File: config.mk
export PLATFORM = sky130hd
export DESIGN_NAME = quadtree_leaf_block_lister
export DESIGN_NICKNAME = d
export VERILOG_FILES = /design/src/design/qtll_pkg.sv /design/src/design/quadtree_leaf_block_lister.sv
export SDC_FILE = /design/constraint.sdc
export NUM_CORES = 1
export LEC_CHECK = 0
export BUFFER_PORTS_ARGS = -buffer_cell sky130_fd_sc_hd__clkbuf_2
export CAP_MARGIN = 10
export CORE_MARGIN = 2
export CORE_UTILIZATION = 25
export DETAILED_ROUTE_END_ITERATION = 7
export PLACE_DENSITY_LB_ADDON = 0.25
export SETUP_SLACK_MARGIN = 0.3
export SLEW_MARGIN = 5
export SYNTH_ARGS = -nofsm -noshare
export SYNTH_HDL_FRONTEND = slang
export SYNTH_SLANG_ARGS = --single-unit
File: constraint.sdc
create_clock -name clk -period 3.25 [get_ports clk]
set_clock_uncertainty 0.15 [all_clocks]
set_input_delay 0.65 -clock clk [delete_from_list [all_inputs] [get_ports clk]]
set_output_delay 0.65 -clock clk [all_outputs]
set_load 0.02 [all_outputs]
File: src/design/qtll_pkg.sv
// ============================================================================
// qtll_pkg: shared definitions for the quadtree leaf block lister
// Field widths, grid defaults, leaf size codes, cursor steps, register indexes and sequencer state codes.
// ============================================================================
package qtll_pkg;

    // Payload widths
    localparam int COORD_W    = 13;
    localparam int SIZE_W     = 7;
    localparam int GRID_REG_W = 8;
    localparam int L2_W       = 4;
    localparam int L3_W       = 16;

    // Configuration port
    localparam int CFG_IDX_W = 2;
    localparam logic [CFG_IDX_W-1:0] REG_GRID_COLS = 2'd0;
    localparam logic [CFG_IDX_W-1:0] REG_GRID_ROWS = 2'd1;

    // Grid defaults
    localparam int DEF_MAX_GRID_DIM = 128;
    localparam logic [GRID_REG_W-1:0] GRID_RESET = 8'd1;

    // Leaf edge lengths
    localparam logic [SIZE_W-1:0] SIZE_4  = 7'd4;
    localparam logic [SIZE_W-1:0] SIZE_8  = 7'd8;
    localparam logic [SIZE_W-1:0] SIZE_16 = 7'd16;
    localparam logic [SIZE_W-1:0] SIZE_32 = 7'd32;
    localparam logic [SIZE_W-1:0] SIZE_64 = 7'd64;

    // Cursor over a 32x32 quadrant in 4x4 units, Z order
    localparam int CUR_W = 6;
    localparam logic [CUR_W:0] STEP_4  = 7'd1;
    localparam logic [CUR_W:0] STEP_8  = 7'd4;
    localparam logic [CUR_W:0] STEP_16 = 7'd16;
    localparam logic [CUR_W:0] STEP_32 = 7'd64;

    // Sequencer states
    typedef enum logic [1:0] {
        ST_IDLE = 2'b01,
        ST_WALK = 2'b10
    } qtll_state_t;

endpackage

File: src/design/quadtree_leaf_block_lister.sv
// ============================================================================
// quadtree_leaf_block_lister: leaf enumerator for 64x64 tile split quadtrees
// Walks one 32x32 quadrant's split flags and lists its leaves in Z order.
// ============================================================================
// Usage:
//   Input channel (in_valid / in_stall) carries one 32x32 quadrant's split
//   flags per transaction; four transactions in Z order form one 64x64 tile,
//   and tiles advance in raster order over grid_cols x grid_rows.
//   Output channel (out_valid / out_stall) carries one leaf per transaction:
//   top-left y, x, edge size, and last_leaf on the final leaf of the item.
//   Walk: a single cursor adder walks the quadrant one leaf per cycle while
//   the output is not stalled, and the input stays stalled from accept
//   until the item's last leaf is loaded, so a new item waits for the walk.
//   After accept the item is captured; its first leaf is then loaded into the output register.
//   An item that yields no leaf (unsplit root, quadrant 1 to 3) skips the
//   walk and does not stall the input.
//   A stalled output holds its leaf and pauses the walk; the last leaf of an
//   item may wait in the output register while the next item is accepted.
//   Reset clears the quadrant/tile counters, sets both grid registers to 1
//   and drops any leaf in flight. Write grid registers only while idle.
// ============================================================================
module quadtree_leaf_block_lister
#(
    parameter int MAX_GRID_DIM = qtll_pkg::DEF_MAX_GRID_DIM
)
(
    input  logic                              clk,
    input  logic                              rst_n,
    // configuration write port
    input  logic                              cfg_we,
    input  logic [qtll_pkg::CFG_IDX_W-1:0]    cfg_index,
    input  logic [qtll_pkg::GRID_REG_W-1:0]   cfg_data,
    // input channel
    input  logic                              in_valid,
    output logic                              in_stall,
    input  logic                              root_split,
    input  logic                              quadrant_split,
    input  logic [qtll_pkg::L2_W-1:0]         level2_splits,
    input  logic [qtll_pkg::L3_W-1:0]         level3_splits,
    // output channel
    output logic                              out_valid,
    input  logic                              out_stall,
    output logic [qtll_pkg::COORD_W-1:0]      leaf_y,
    output logic [qtll_pkg::COORD_W-1:0]      leaf_x,
    output logic [qtll_pkg::SIZE_W-1:0]       leaf_size,
    output logic                              last_leaf
);
    import qtll_pkg::*;

    localparam int CNT_W = (MAX_GRID_DIM > 1) ? $clog2(MAX_GRID_DIM) : 1;
    localparam int CMP_W = (CNT_W + 1 > GRID_REG_W) ? CNT_W + 1 : GRID_REG_W;

    // Configuration and position state
    logic [GRID_REG_W-1:0] grid_cols_reg;
    logic [GRID_REG_W-1:0] grid_rows_reg;
    logic [1:0]            quadrant_index_reg;
    logic [CNT_W-1:0]      tile_column_reg;
    logic [CNT_W-1:0]      tile_row_reg;

    // Sequencer and captured item
    qtll_state_t           state_reg;
    qtll_state_t           state_next;
    logic [CUR_W-1:0]      cursor_reg;
    logic                  root_reg;
    logic                  quad_reg;
    logic [L2_W-1:0]       l2_reg;
    logic [L3_W-1:0]       l3_reg;
    logic [COORD_W-1:0]    ybase_reg;
    logic [COORD_W-1:0]    xbase_reg;

    // Output register
    logic                  out_valid_reg;
    logic [COORD_W-1:0]    leaf_y_reg;
    logic [COORD_W-1:0]    leaf_x_reg;
    logic [SIZE_W-1:0]     leaf_size_reg;
    logic                  last_leaf_reg;

    logic                  accept;
    logic                  load;
    logic                  no_leaf;
    logic [CNT_W:0]        col_inc;
    logic [CNT_W:0]        row_inc;
    logic                  col_wrap;
    logic                  row_wrap;
    logic [CNT_W+5:0]      ty_full;
    logic [CNT_W+5:0]      tx_full;
    logic [SIZE_W-1:0]     walk_size;
    logic [CUR_W:0]        walk_step;
    logic [CUR_W:0]        cursor_sum;
    logic                  walk_last;
    logic [2:0]            y_off;
    logic [2:0]            x_off;

    assign in_stall  = (state_reg != ST_IDLE);
    assign accept    = in_valid && !in_stall;
    assign load      = (state_reg == ST_WALK) && (!out_valid_reg || !out_stall);
    // unsplit root: only quadrant 0 carries the 64x64 leaf
    assign no_leaf   = !root_split && (quadrant_index_reg != 2'd0);

    assign out_valid = out_valid_reg;
    assign leaf_y    = leaf_y_reg;
    assign leaf_x    = leaf_x_reg;
    assign leaf_size = leaf_size_reg;
    assign last_leaf = last_leaf_reg;

    // Tile counter wrap at the grid register or the grid limit
    assign col_inc  = {1'b0, tile_column_reg} + (CNT_W+1)'(1);
    assign row_inc  = {1'b0, tile_row_reg} + (CNT_W+1)'(1);
    assign col_wrap = (CMP_W'(col_inc) >= CMP_W'(grid_cols_reg))
                   || (col_inc >= (CNT_W+1)'(MAX_GRID_DIM));
    assign row_wrap = (CMP_W'(row_inc) >= CMP_W'(grid_rows_reg))
                   || (row_inc >= (CNT_W+1)'(MAX_GRID_DIM));

    // Tile origin in pixels
    assign ty_full = {tile_row_reg, 6'b0};
    assign tx_full = {tile_column_reg, 6'b0};

    // Leaf at the cursor: size and cursor step from the split flags
    always_comb
    begin
        if (!root_reg)
        begin
            walk_size = SIZE_64;
            walk_step = STEP_32;
        end
        else if (!quad_reg)
        begin
            walk_size = SIZE_32;
            walk_step = STEP_32;
        end
        else if (!l2_reg[cursor_reg[5:4]])
        begin
            walk_size = SIZE_16;
            walk_step = STEP_16;
        end
        else if (!l3_reg[cursor_reg[5:2]])
        begin
            walk_size = SIZE_8;
            walk_step = STEP_8;
        end
        else
        begin
            walk_size = SIZE_4;
            walk_step = STEP_4;
        end
    end

    // Shared cursor adder; carry out marks the end of the quadrant
    assign cursor_sum = {1'b0, cursor_reg} + walk_step;
    assign walk_last  = cursor_sum[CUR_W];
    assign y_off      = {cursor_reg[5], cursor_reg[3], cursor_reg[1]};
    assign x_off      = {cursor_reg[4], cursor_reg[2], cursor_reg[0]};

    // Next sequencer state
    always_comb
    begin
        state_next = state_reg;
        unique case (state_reg)
            ST_IDLE:
            begin
                if (accept && !no_leaf)
                begin
                    state_next = ST_WALK;
                end
            end
            ST_WALK:
            begin
                if (load && walk_last)
                begin
                    state_next = ST_IDLE;
                end
            end
            default:
            begin
                state_next = ST_IDLE;
            end
        endcase
    end

    // Control state
    always_ff @(posedge clk or negedge rst_n)
    begin
        if (!rst_n)
        begin
            state_reg          <= ST_IDLE;
            out_valid_reg      <= 1'b0;
            grid_cols_reg      <= GRID_RESET;
            grid_rows_reg      <= GRID_RESET;
            quadrant_index_reg <= 2'd0;
            tile_column_reg    <= '0;
            tile_row_reg       <= '0;
        end
        else
        begin
            state_reg <= state_next;

            // hold the leaf while stalled, drop it once taken
            if (load)
            begin
                out_valid_reg <= 1'b1;
            end
            else if (!out_stall)
            begin
                out_valid_reg <= 1'b0;
            end

            // grid registers; unknown indexes are ignored
            if (cfg_we && (cfg_index == REG_GRID_COLS))
            begin
                grid_cols_reg <= cfg_data;
            end
            if (cfg_we && (cfg_index == REG_GRID_ROWS))
            begin
                grid_rows_reg <= cfg_data;
            end

            // advance quadrant, then column, then row
            if (accept)
            begin
                quadrant_index_reg <= quadrant_index_reg + 2'd1;
                if (quadrant_index_reg == 2'd3)
                begin
                    tile_column_reg <= col_wrap ? '0 : col_inc[CNT_W-1:0];
                    if (col_wrap)
                    begin
                        tile_row_reg <= row_wrap ? '0 : row_inc[CNT_W-1:0];
                    end
                end
            end
        end
    end

    // Capture the item and walk the cursor
    always_ff @(posedge clk)
    begin
        if (accept)
        begin
            root_reg   <= root_split;
            quad_reg   <= quadrant_split;
            l2_reg     <= level2_splits;
            l3_reg     <= level3_splits;
            cursor_reg <= '0;
            ybase_reg  <= COORD_W'(ty_full)
                        | (root_split ? COORD_W'({quadrant_index_reg[1], 5'b0}) : '0);
            xbase_reg  <= COORD_W'(tx_full)
                        | (root_split ? COORD_W'({quadrant_index_reg[0], 5'b0}) : '0);
        end
        else if (load)
        begin
            cursor_reg <= cursor_sum[CUR_W-1:0];
        end

        if (load)
        begin
            leaf_y_reg    <= ybase_reg | COORD_W'({y_off, 2'b0});
            leaf_x_reg    <= xbase_reg | COORD_W'({x_off, 2'b0});
            leaf_size_reg <= walk_size;
            last_leaf_reg <= walk_last;
        end
    end

    // Checks
    a_size_legal: assert property (@(posedge clk) disable iff (!rst_n)
        out_valid_reg |-> (leaf_size_reg == SIZE_4 || leaf_size_reg == SIZE_8
            || leaf_size_reg == SIZE_16 || leaf_size_reg == SIZE_32
            || leaf_size_reg == SIZE_64))
        else $error("leaf size is not a legal block edge");

    a_tile_is_last: assert property (@(posedge clk) disable iff (!rst_n)
        (out_valid_reg && leaf_size_reg == SIZE_64) |-> last_leaf_reg)
        else $error("64x64 leaf not marked as last leaf");

    a_idle_holds_last: assert property (@(posedge clk) disable iff (!rst_n)
        (state_reg == ST_IDLE && out_valid_reg) |-> last_leaf_reg)
        else $error("walk ended without a last leaf");

    a_quad_advance: assert property (@(posedge clk) disable iff (!rst_n)
        accept |=> (quadrant_index_reg == $past(quadrant_index_reg) + 2'd1))
        else $error("quadrant index did not advance on accept");

    a_leaf_aligned: assert property (@(posedge clk) disable iff (!rst_n)
        out_valid_reg |-> (leaf_y_reg[1:0] == 2'b00 && leaf_x_reg[1:0] == 2'b00))
        else $error("leaf corner not on a 4-pixel grid");

endmodule
==> out/qor.txt, run 1 <==
==================================================================================
Result of the run                                                     finished, final reports clean
Element type at the critical path start                                   register
Largest net degree at the start of global routing                               39
Area of the core                                                         18000 µm²
Post-placement cell area                                                  5210 µm²
Clock slew seen by the registers of the worst setup and hold paths         0.07 ns
Number of global-route vias before repair                                     2872
Reported max-cap violation count                                                 0
Latest clock arrival within the worst-skew pair                            0.34 ns
First drt pass iteration count                                                   4
Share of the synthesized area in the top cell type                           43.2%
Hold-fix buffers, CTS                                                            0
Top routing layer in use                                                      met4
Syn. warnings                                                                    0
Global-route wire length before repair                                    14900 µm
Worst-path cell chain                                                 mux4_2, mux4_2, nor3b_2, ha_1, a31oi_1, nor3b_2, a32oi_1, xor2_1, nor2_1
Arrival time reported for the critical path endpoint                       3.00 ns
GP Congestion                                                                0.777
Count of buffers from port buffering                                            66
Register-to-Register Setup Slack                                           0.32 ns
Maximum fanout along the worst path                                              6
CP startpoint                                                         cursor_reg[2]$_SDFFE_PP0P_
Wirelength, routed                                                         9020 µm
FF-to-FF End                                                          cursor_reg[5]$_SDFFE_PP0P_
Overall die area                                                         19400 µm²
Total overflow reported by the global router                                     0
Path class of the lowest-slack min-delay path                           reg -> reg
Routed vias                                                                   2829
Worst setup path endpoint                                             cursor_reg[5]$_SDFFE_PP0P_
CTS tree                                                                      done
Drt wl/cell                                                                13.8 µm
Cell variety after synth                                                        46
Synthesized flop and latch total                                               107
Synthesized area per cell                                                 13.6 µm²
Largest vdd supply drop                                                   0.372 mV
Max reg flops                                                                   16
Time the final worst path needs with I/O delays and setup                  2.93 ns
Die span in x                                                               139 µm
Share of the clock period used by the worst path after layout                90.2%
Clock tree buffer depth                                                          2
Slew HR                                                                      39.0%
Total met2 wirelength after detailed routing                               4170 µm
Power per cell area                                                     658 nW/µm²
Total design power                                                         3.69 mW
Number of antenna diodes                                                         0
Cell count after synthesis                                                     338
Final Net Count                                                                480
# clock sinks                                                                  107
Kind of critical path                                                   reg -> reg
Vertical extent of the die                                                  139 µm
Leading cell types in the layout, fill and taps excluded              clkbuf_2, edfxtp_1, nand2_1
Setup repair after global routing missed its margin                           true
Post-detailed-route DRC marker count                                             0
DP Wirelength                                                              6640 µm
Family of cells with the greatest summed delay on the critical path   multiplexers
Reg2Reg Depth                                                                    9
Top cells by area in the synthesized netlist                          edfxtp_1, dfrtp_1, ha_1
# H-tree levels                                                                  3
Share of cells above drive strength 1                                        31.4%
TritonCTS Buffers                                                                9
Slowest cell on the critical path                                           mux4_2
P_leak                                                                     2.25 nW
Final TNS setup                                                               0 ns
Setup Viol. Count Final                                                          0
Final design area excluding fillers                                       5620 µm²
Number of gates on the worst path with buffers counted                           9
F_max                                                                    0.341 GHz
1st-iter DRT viols                                                             156
Kind of end point of the critical path                                    register
Met1 layer wirelength in the final routing                                 4260 µm
Synthesized area                                                          4580 µm²
Maximum cell stage delay along the critical path                           0.52 ns
Data required time of the worst path                                       3.32 ns
Detail Route met3 WL                                                        501 µm
Number of buffers and inverters on the critical path                             0
Effective utilization at floorplan                                           25.5%
Area overhead of the layout relative to synthesis                            22.5%
Largest area contributor in the netlist                                   edfxtp_1
Pin slew with the least headroom to its limit                             0.916 ns
Initial antenna violation count                                                  0
Ratio of routed vias to standard cells                                        4.33
Post-synthesis sequential area ratio                                         65.0%
Worst r2r src                                                         cursor_reg[2]$_SDFFE_PP0P_
Total global routing track utilization                                       9.76%
Number of nets with antenna violations after detailed routing                    0
Final-report max-slew violation count                                            0
Clock root buffer                                                        clkbuf_16
Number of top-level design ports                                                73
Standard-cell row count                                                         49
Number of failing hold endpoints at the final stage                              0
==================================================================================
-- area by class of cell --
class	instances	area, µm²
multi-input cells	204	1530
well taps	229	287
fillers	1811	12300
clock buffers	9	225
inverters	19	71.3
repair buffers	78	420
flip-flops and latches	107	2990
clock inverters	7	97.6
-- Yosys cell counts (all sizes together) --
| library cell | count |
|---|---|
| nor3 | 2 |
| dfrtp | 32 |
| mux4 | 6 |
| and2 | 3 |
| conb | 1 |
| inv | 19 |
| nand3 | 8 |
| dfxtp | 6 |
| xor2 | 6 |
| or4 | 1 |
| a211o | 2 |
| nand2 | 31 |
| nand4 | 1 |
| ha | 24 |
| buf | 9 |
| mux2i | 2 |
| and3b | 1 |
| a32oi | 1 |
| nor2 | 24 |
| o21a | 4 |
| edfxtp | 66 |
| o21ai | 17 |
| or2 | 2 |
| a211oi | 4 |
| a21o | 2 |
| nor4 | 3 |
| a21oi | 9 |
| a31o | 4 |
| or3 | 1 |
| nor4b | 1 |
| nand2b | 5 |
| and4 | 2 |
| o22ai | 1 |
| mux2 | 9 |
| dfstp | 3 |
| o31ai | 1 |
| and3 | 1 |
| nor2b | 2 |
| nand3b | 1 |
| nor3b | 4 |
| a31oi | 2 |
| xnor2 | 11 |
| clkbuf | 4 |
-- worst min path at each step --
stage | endpoint | start | slack (ns) | cells after the start
CTS | leaf_x[8]$_DFFE_PP_ | xbase_reg[8]$_DFFE_PP_ | 0.27 | 0
floorplan | grid_cols_reg[1]$_DFFE_PN0P_ | rst_n | 0.20 | 0
global placement | leaf_x[8]$_DFFE_PP_ | xbase_reg[8]$_DFFE_PP_ | 0.25 | 0
finish | leaf_x[11]$_DFFE_PP_ | xbase_reg[11]$_DFFE_PP_ | 0.27 | 0
global route | leaf_y[9]$_DFFE_PP_ | ybase_reg[9]$_DFFE_PP_ | 0.28 | 0
detailed placement | leaf_x[8]$_DFFE_PP_ | xbase_reg[8]$_DFFE_PP_ | 0.26 | 0
-- cell families (layout without fill, tap and decap cells) --
logic type,after synthesis,in the layout,synth area share [%]
AO/OA/AOI/OAI,47,47,6.39
XOR/XNOR,17,17,3.25
adder cells (fa/ha/maj),24,24,6.55
buffers and inverters,32,113,3.30
flip-flops,107,107,65.0
multiplexers,17,17,5.60
other,1,6,0.0818
AND/OR/NAND/NOR,93,93,9.80
-- routing by layer --
layer | track usage (%) | up-vias
met5 | 0 | -
met4 | 2.87 | 0
met3 | 3.54 | 9
met2 | 15.2 | 73
met1 | 12.8 | 1369
li1 | - | 1378
-- repair_timing --
| item | CTS | global route |
|---|---|---|
| setup buffers | 2 | 3 |
| resized for setup | 4 | 11 |
| pin swaps | 5 | 9 |
| endpoints found under the setup margin | 5 | 15 |
-- power breakdown --
| group | switching, mW | internal, mW |
|---|---|---|
| sequential | 0.122 | 1.70 |
| clock | 0.484 | 0.679 |
| combinational | 0.410 | 0.299 |
-- through the flow --
stage | hold slack [ns] | std cells | setup slack [ns] | util, %
final | 0.271 | 653 | 0.317 | 31.3
after global routing | 0.279 | 653 | 0.128 | 31.3
after CTS | 0.272 | 650 | 0.274 | 30.9
after detailed placement | 0.255 | 632 | 0.0347 | 29.0
after global placement | 0.251 | 632 | 0.0984 | 29.0
after floorplan | 0.204 | 343 | 0.319 | -
Power figures use the tool's default switching activity.
==> run 2, diff against run 1 <==
--- a/config.mk
+++ b/config.mk
@@ -6,10 +6,11 @@
 export NUM_CORES = 1
 export LEC_CHECK = 0
 export BUFFER_PORTS_ARGS = -buffer_cell sky130_fd_sc_hd__clkbuf_2
-export CAP_MARGIN = 10
+export CAP_MARGIN = 20
 export CORE_MARGIN = 2
 export CORE_UTILIZATION = 25
 export DETAILED_ROUTE_END_ITERATION = 7
+export GPL_TIMING_DRIVEN = 0
 export PLACE_DENSITY_LB_ADDON = 0.25
 export SETUP_SLACK_MARGIN = 0.3
 export SLEW_MARGIN = 5
==> run 2 against run 1 <==
  * Die area unchanged
  * Global-route usage about the same
  * Setup slack worse by 0.056 ns
  * Via count down 1.8%
  * Highest routed layer unchanged
  * Hold slack got worse by 0.0041 ns
  * First-iteration DRC count fell by 31%
  * Register-to-register slack got worse by 0.06 ns
  * Clock-buffer cell count is 1 higher
  * Design area rose by 1.3%
  * Sequential share of layout area down 0.76 points
  * Clock power down 7%
  * Power shrank 1.5%
==> out/qor.txt, run 2 (same netlist as run 1, synthesis figures left out) <==
=====================================================================================
Result of the run                                                        finished, final reports clean
Global-route wire length before repair                                       14800 µm   -0.46%
Total overflow reported by the global router                                        0   unchanged
Register-to-Register Setup Slack                                              0.26 ns   -0.06 ns
Time the final worst path needs with I/O delays and setup                     2.99 ns   +0.0557 ns
Share of the clock period used by the worst path after layout                   91.9%   +1.7 points
Non-filler instance count after layout                                            661   +1.2%
Drt wl/cell                                                                   13.7 µm   -0.83%
Area of the core                                                            18000 µm²   unchanged
First drt pass iteration count                                                      4   unchanged
Hold EP                                                                  leaf_y[9]$_DFFE_PP_
Cell-internal power                                                           2.62 mW   -2.3%
Setup Viol. Count Final                                                             0   unchanged
1st-iter DRT viols                                                                108   -31%
Kind of critical path                                                      reg -> reg
# H-tree levels                                                                     3   unchanged
FF-to-FF End                                                             cursor_reg[5]$_SDFFE_PP0P_
Reported max-cap violation count                                                    0   unchanged
Slew HR                                                                         38.9%   about the same
Family of cells with the greatest summed delay on the critical path      multiplexers
Core utilization of the finished layout                                         31.7%   +0.41 points
CTS tree                                                                         done
Post-detailed-route DRC marker count                                                0   unchanged
Number of global-route vias before repair                                        2823   -1.7%
GP Congestion                                                                   0.764   -1.6%
Latest clock arrival within the worst-skew pair                               0.35 ns   about the same
Number of fill cells in the layout                                               1831   +1.1%
Effective utilization at floorplan                                              25.5%   unchanged
Sw Share                                                                        28.1%   +0.59 points
DP Wirelength                                                                 6720 µm   +1.2%
Vertical extent of the die                                                     139 µm   unchanged
Register share of total power                                                   49.9%   +0.6 points
Maximum cell stage delay along the critical path                              0.53 ns   about the same
Clock network power share                                                       29.6%   -1.9 points
Routed vias                                                                      2779   -1.8%
Maximum fanout along the worst path                                                 5   -1
Clock tree buffer depth                                                             2   unchanged
Clock root buffer                                                           clkbuf_16
Final-report max-slew violation count                                               0   unchanged
Worst-path cell chain                                                    buf_6, mux4_2, mux4_2, nor3b_2, ha_1, a31oi_1, nor3b_2, a32oi_1, xor2_1, nor2_1
Placed cell count                                                                 640   +1.3%
Number of failing hold endpoints at the final stage                                 0   unchanged
Ratio of routed vias to standard cells                                           4.20   -3.0%
Arrival time reported for the critical path endpoint                          3.08 ns   +0.08 ns
Worst r2r src                                                            cursor_reg[2]$_SDFFE_PP0P_
Kind of end point of the critical path                                       register
Initial antenna violation count                                                     0   unchanged
Hold depth                                                                          0   unchanged
Max reg flops                                                                      16   unchanged
Setup repair after global routing missed its margin                              true
# clock sinks                                                                     107   unchanged
Element type at the critical path start                                      register
Final Net Count                                                                   488   +1.7%
Clock slew seen by the registers of the worst setup and hold paths            0.07 ns   about the same
Leading cell types in the layout, fill and taps excluded                 clkbuf_2, edfxtp_1, nand2_1, dfrtp_1, nor2_1
Data required time of the worst path                                          3.34 ns   +0.02 ns
Share of cells above drive strength 1                                           31.5%   +0.11 points
Largest vdd supply drop                                                      0.318 mV   -15%
F_max                                                                       0.335 GHz   -1.9%
Combinational power share                                                       20.5%   +1.3 points
Wirelength, routed                                                            9060 µm   +0.39%
Multi-input gate area in the final layout                                    1550 µm²   +1.6%
Power per cell area                                                        639 nW/µm²   -2.8%
WHS                                                                          0.267 ns   -0.00411 ns
Largest net degree at the start of global routing                                  36   -7.7%
Number of nets with antenna violations after detailed routing                       0   unchanged
Net switching power of the design                                             1.02 mW   +0.57%
Beginning of the worst hold path                                         ybase_reg[9]$_DFFE_PP_
Register area                                                                2980 µm²   -0.13%
Final TNS setup                                                                  0 ns   unchanged
Number of top-level design ports                                                   73   unchanged
Standard-cell row count                                                            49   unchanged
Pin slew with the least headroom to its limit                                0.916 ns   +0.000557 ns
Number of buffers and inverters on the critical path                                1   +1
Total global routing track utilization                                          9.78%   +0.015 points
Slowest cell on the critical path                                              mux4_2
Reg2Reg Depth                                                                      10   +1
Number of antenna diodes                                                            0   unchanged
P_leak                                                                        2.29 nW   +1.7%
Die span in x                                                                  139 µm   unchanged
Path class of the lowest-slack min-delay path                              reg -> reg
TritonCTS Buffers                                                                   9   unchanged
Overall die area                                                            19400 µm²   unchanged
Most frequent standard cell in the layout excluding fill and tap cells       clkbuf_2
Area overhead of the layout relative to synthesis                               24.1%
Count of buffers from port buffering                                               66   unchanged
=====================================================================================
-- run 2: power by group through the flow --
| stage | Clock [mW] | Sequential (mW) | Combinational [mW] |
|---|---|---|---|
| after floorplan | 0 | 1.83 | 0.487 |
| after global placement | 0 | 1.85 | 0.672 |
| after detailed placement | 0 | 1.85 | 0.714 |
| after CTS | 1.12 | 1.82 | 0.742 |
| after global routing | 1.18 | 1.84 | 0.856 |
| final | 1.08 | 1.82 | 0.746 |
-- run 2: repair_timing --
item                                    4_1_cts  5_1_grt
hold buffers                                  0        0
setup buffers                                 4        1
endpoints found under the setup margin       10       17
gates resized for setup                      13        5
pin swaps                                     9        8
-- run 2: metrics by stage --
stage	power (mW)	setup slack, ns	instance area (µm²)
floorplan	2.31	0.319	4610
global placement	2.52	-0.309	5230
detailed placement	2.56	-0.0697	5280
CTS	3.68	0.250	5670
global route	3.88	0.118	5690
finish	3.64	0.262	5690
-- run 2: layout make-up --
type	instances	share of cell area, %
tap	229	5.04
clock buffer	10	4.02
buffer	13	1.56
inverter	19	1.25
multi-input combinational	204	27.3
clock inverter	6	1.12
sequential	107	52.4
timing repair buffer	73	7.30
-- run 2: worst max path at each step --
stage	startpoint	end	depth (start not counted)
3_5_place_dp	cursor_reg[3]$_SDFFE_PP0P_	state_reg[1]$_DFFE_PN0P_	11
6_report	cursor_reg[2]$_SDFFE_PP0P_	cursor_reg[5]$_SDFFE_PP0P_	10
3_3_place_gp	in_valid	l3_reg[4]$_DFFE_PP_	4
5_1_grt	cursor_reg[2]$_SDFFE_PP0P_	cursor_reg[5]$_SDFFE_PP0P_	10
4_1_cts	cursor_reg[2]$_SDFFE_PP0P_	cursor_reg[5]$_SDFFE_PP0P_	10
2_1_floorplan	cursor_reg[2]$_SDFFE_PP0P_	state_reg[0]$_DFFE_PN1P_	11
-- run 2: layer usage --
layer | up-vias | global-route usage [%] | part of all wire, %
li1 | 1385 | - | -
met1 | 1318 | 12.6 | 46
met2 | 71 | 15.6 | 46
met3 | 5 | 3.99 | 6.4
met4 | 0 | 2.07 | 0.78
met5 | - | 0 | 0
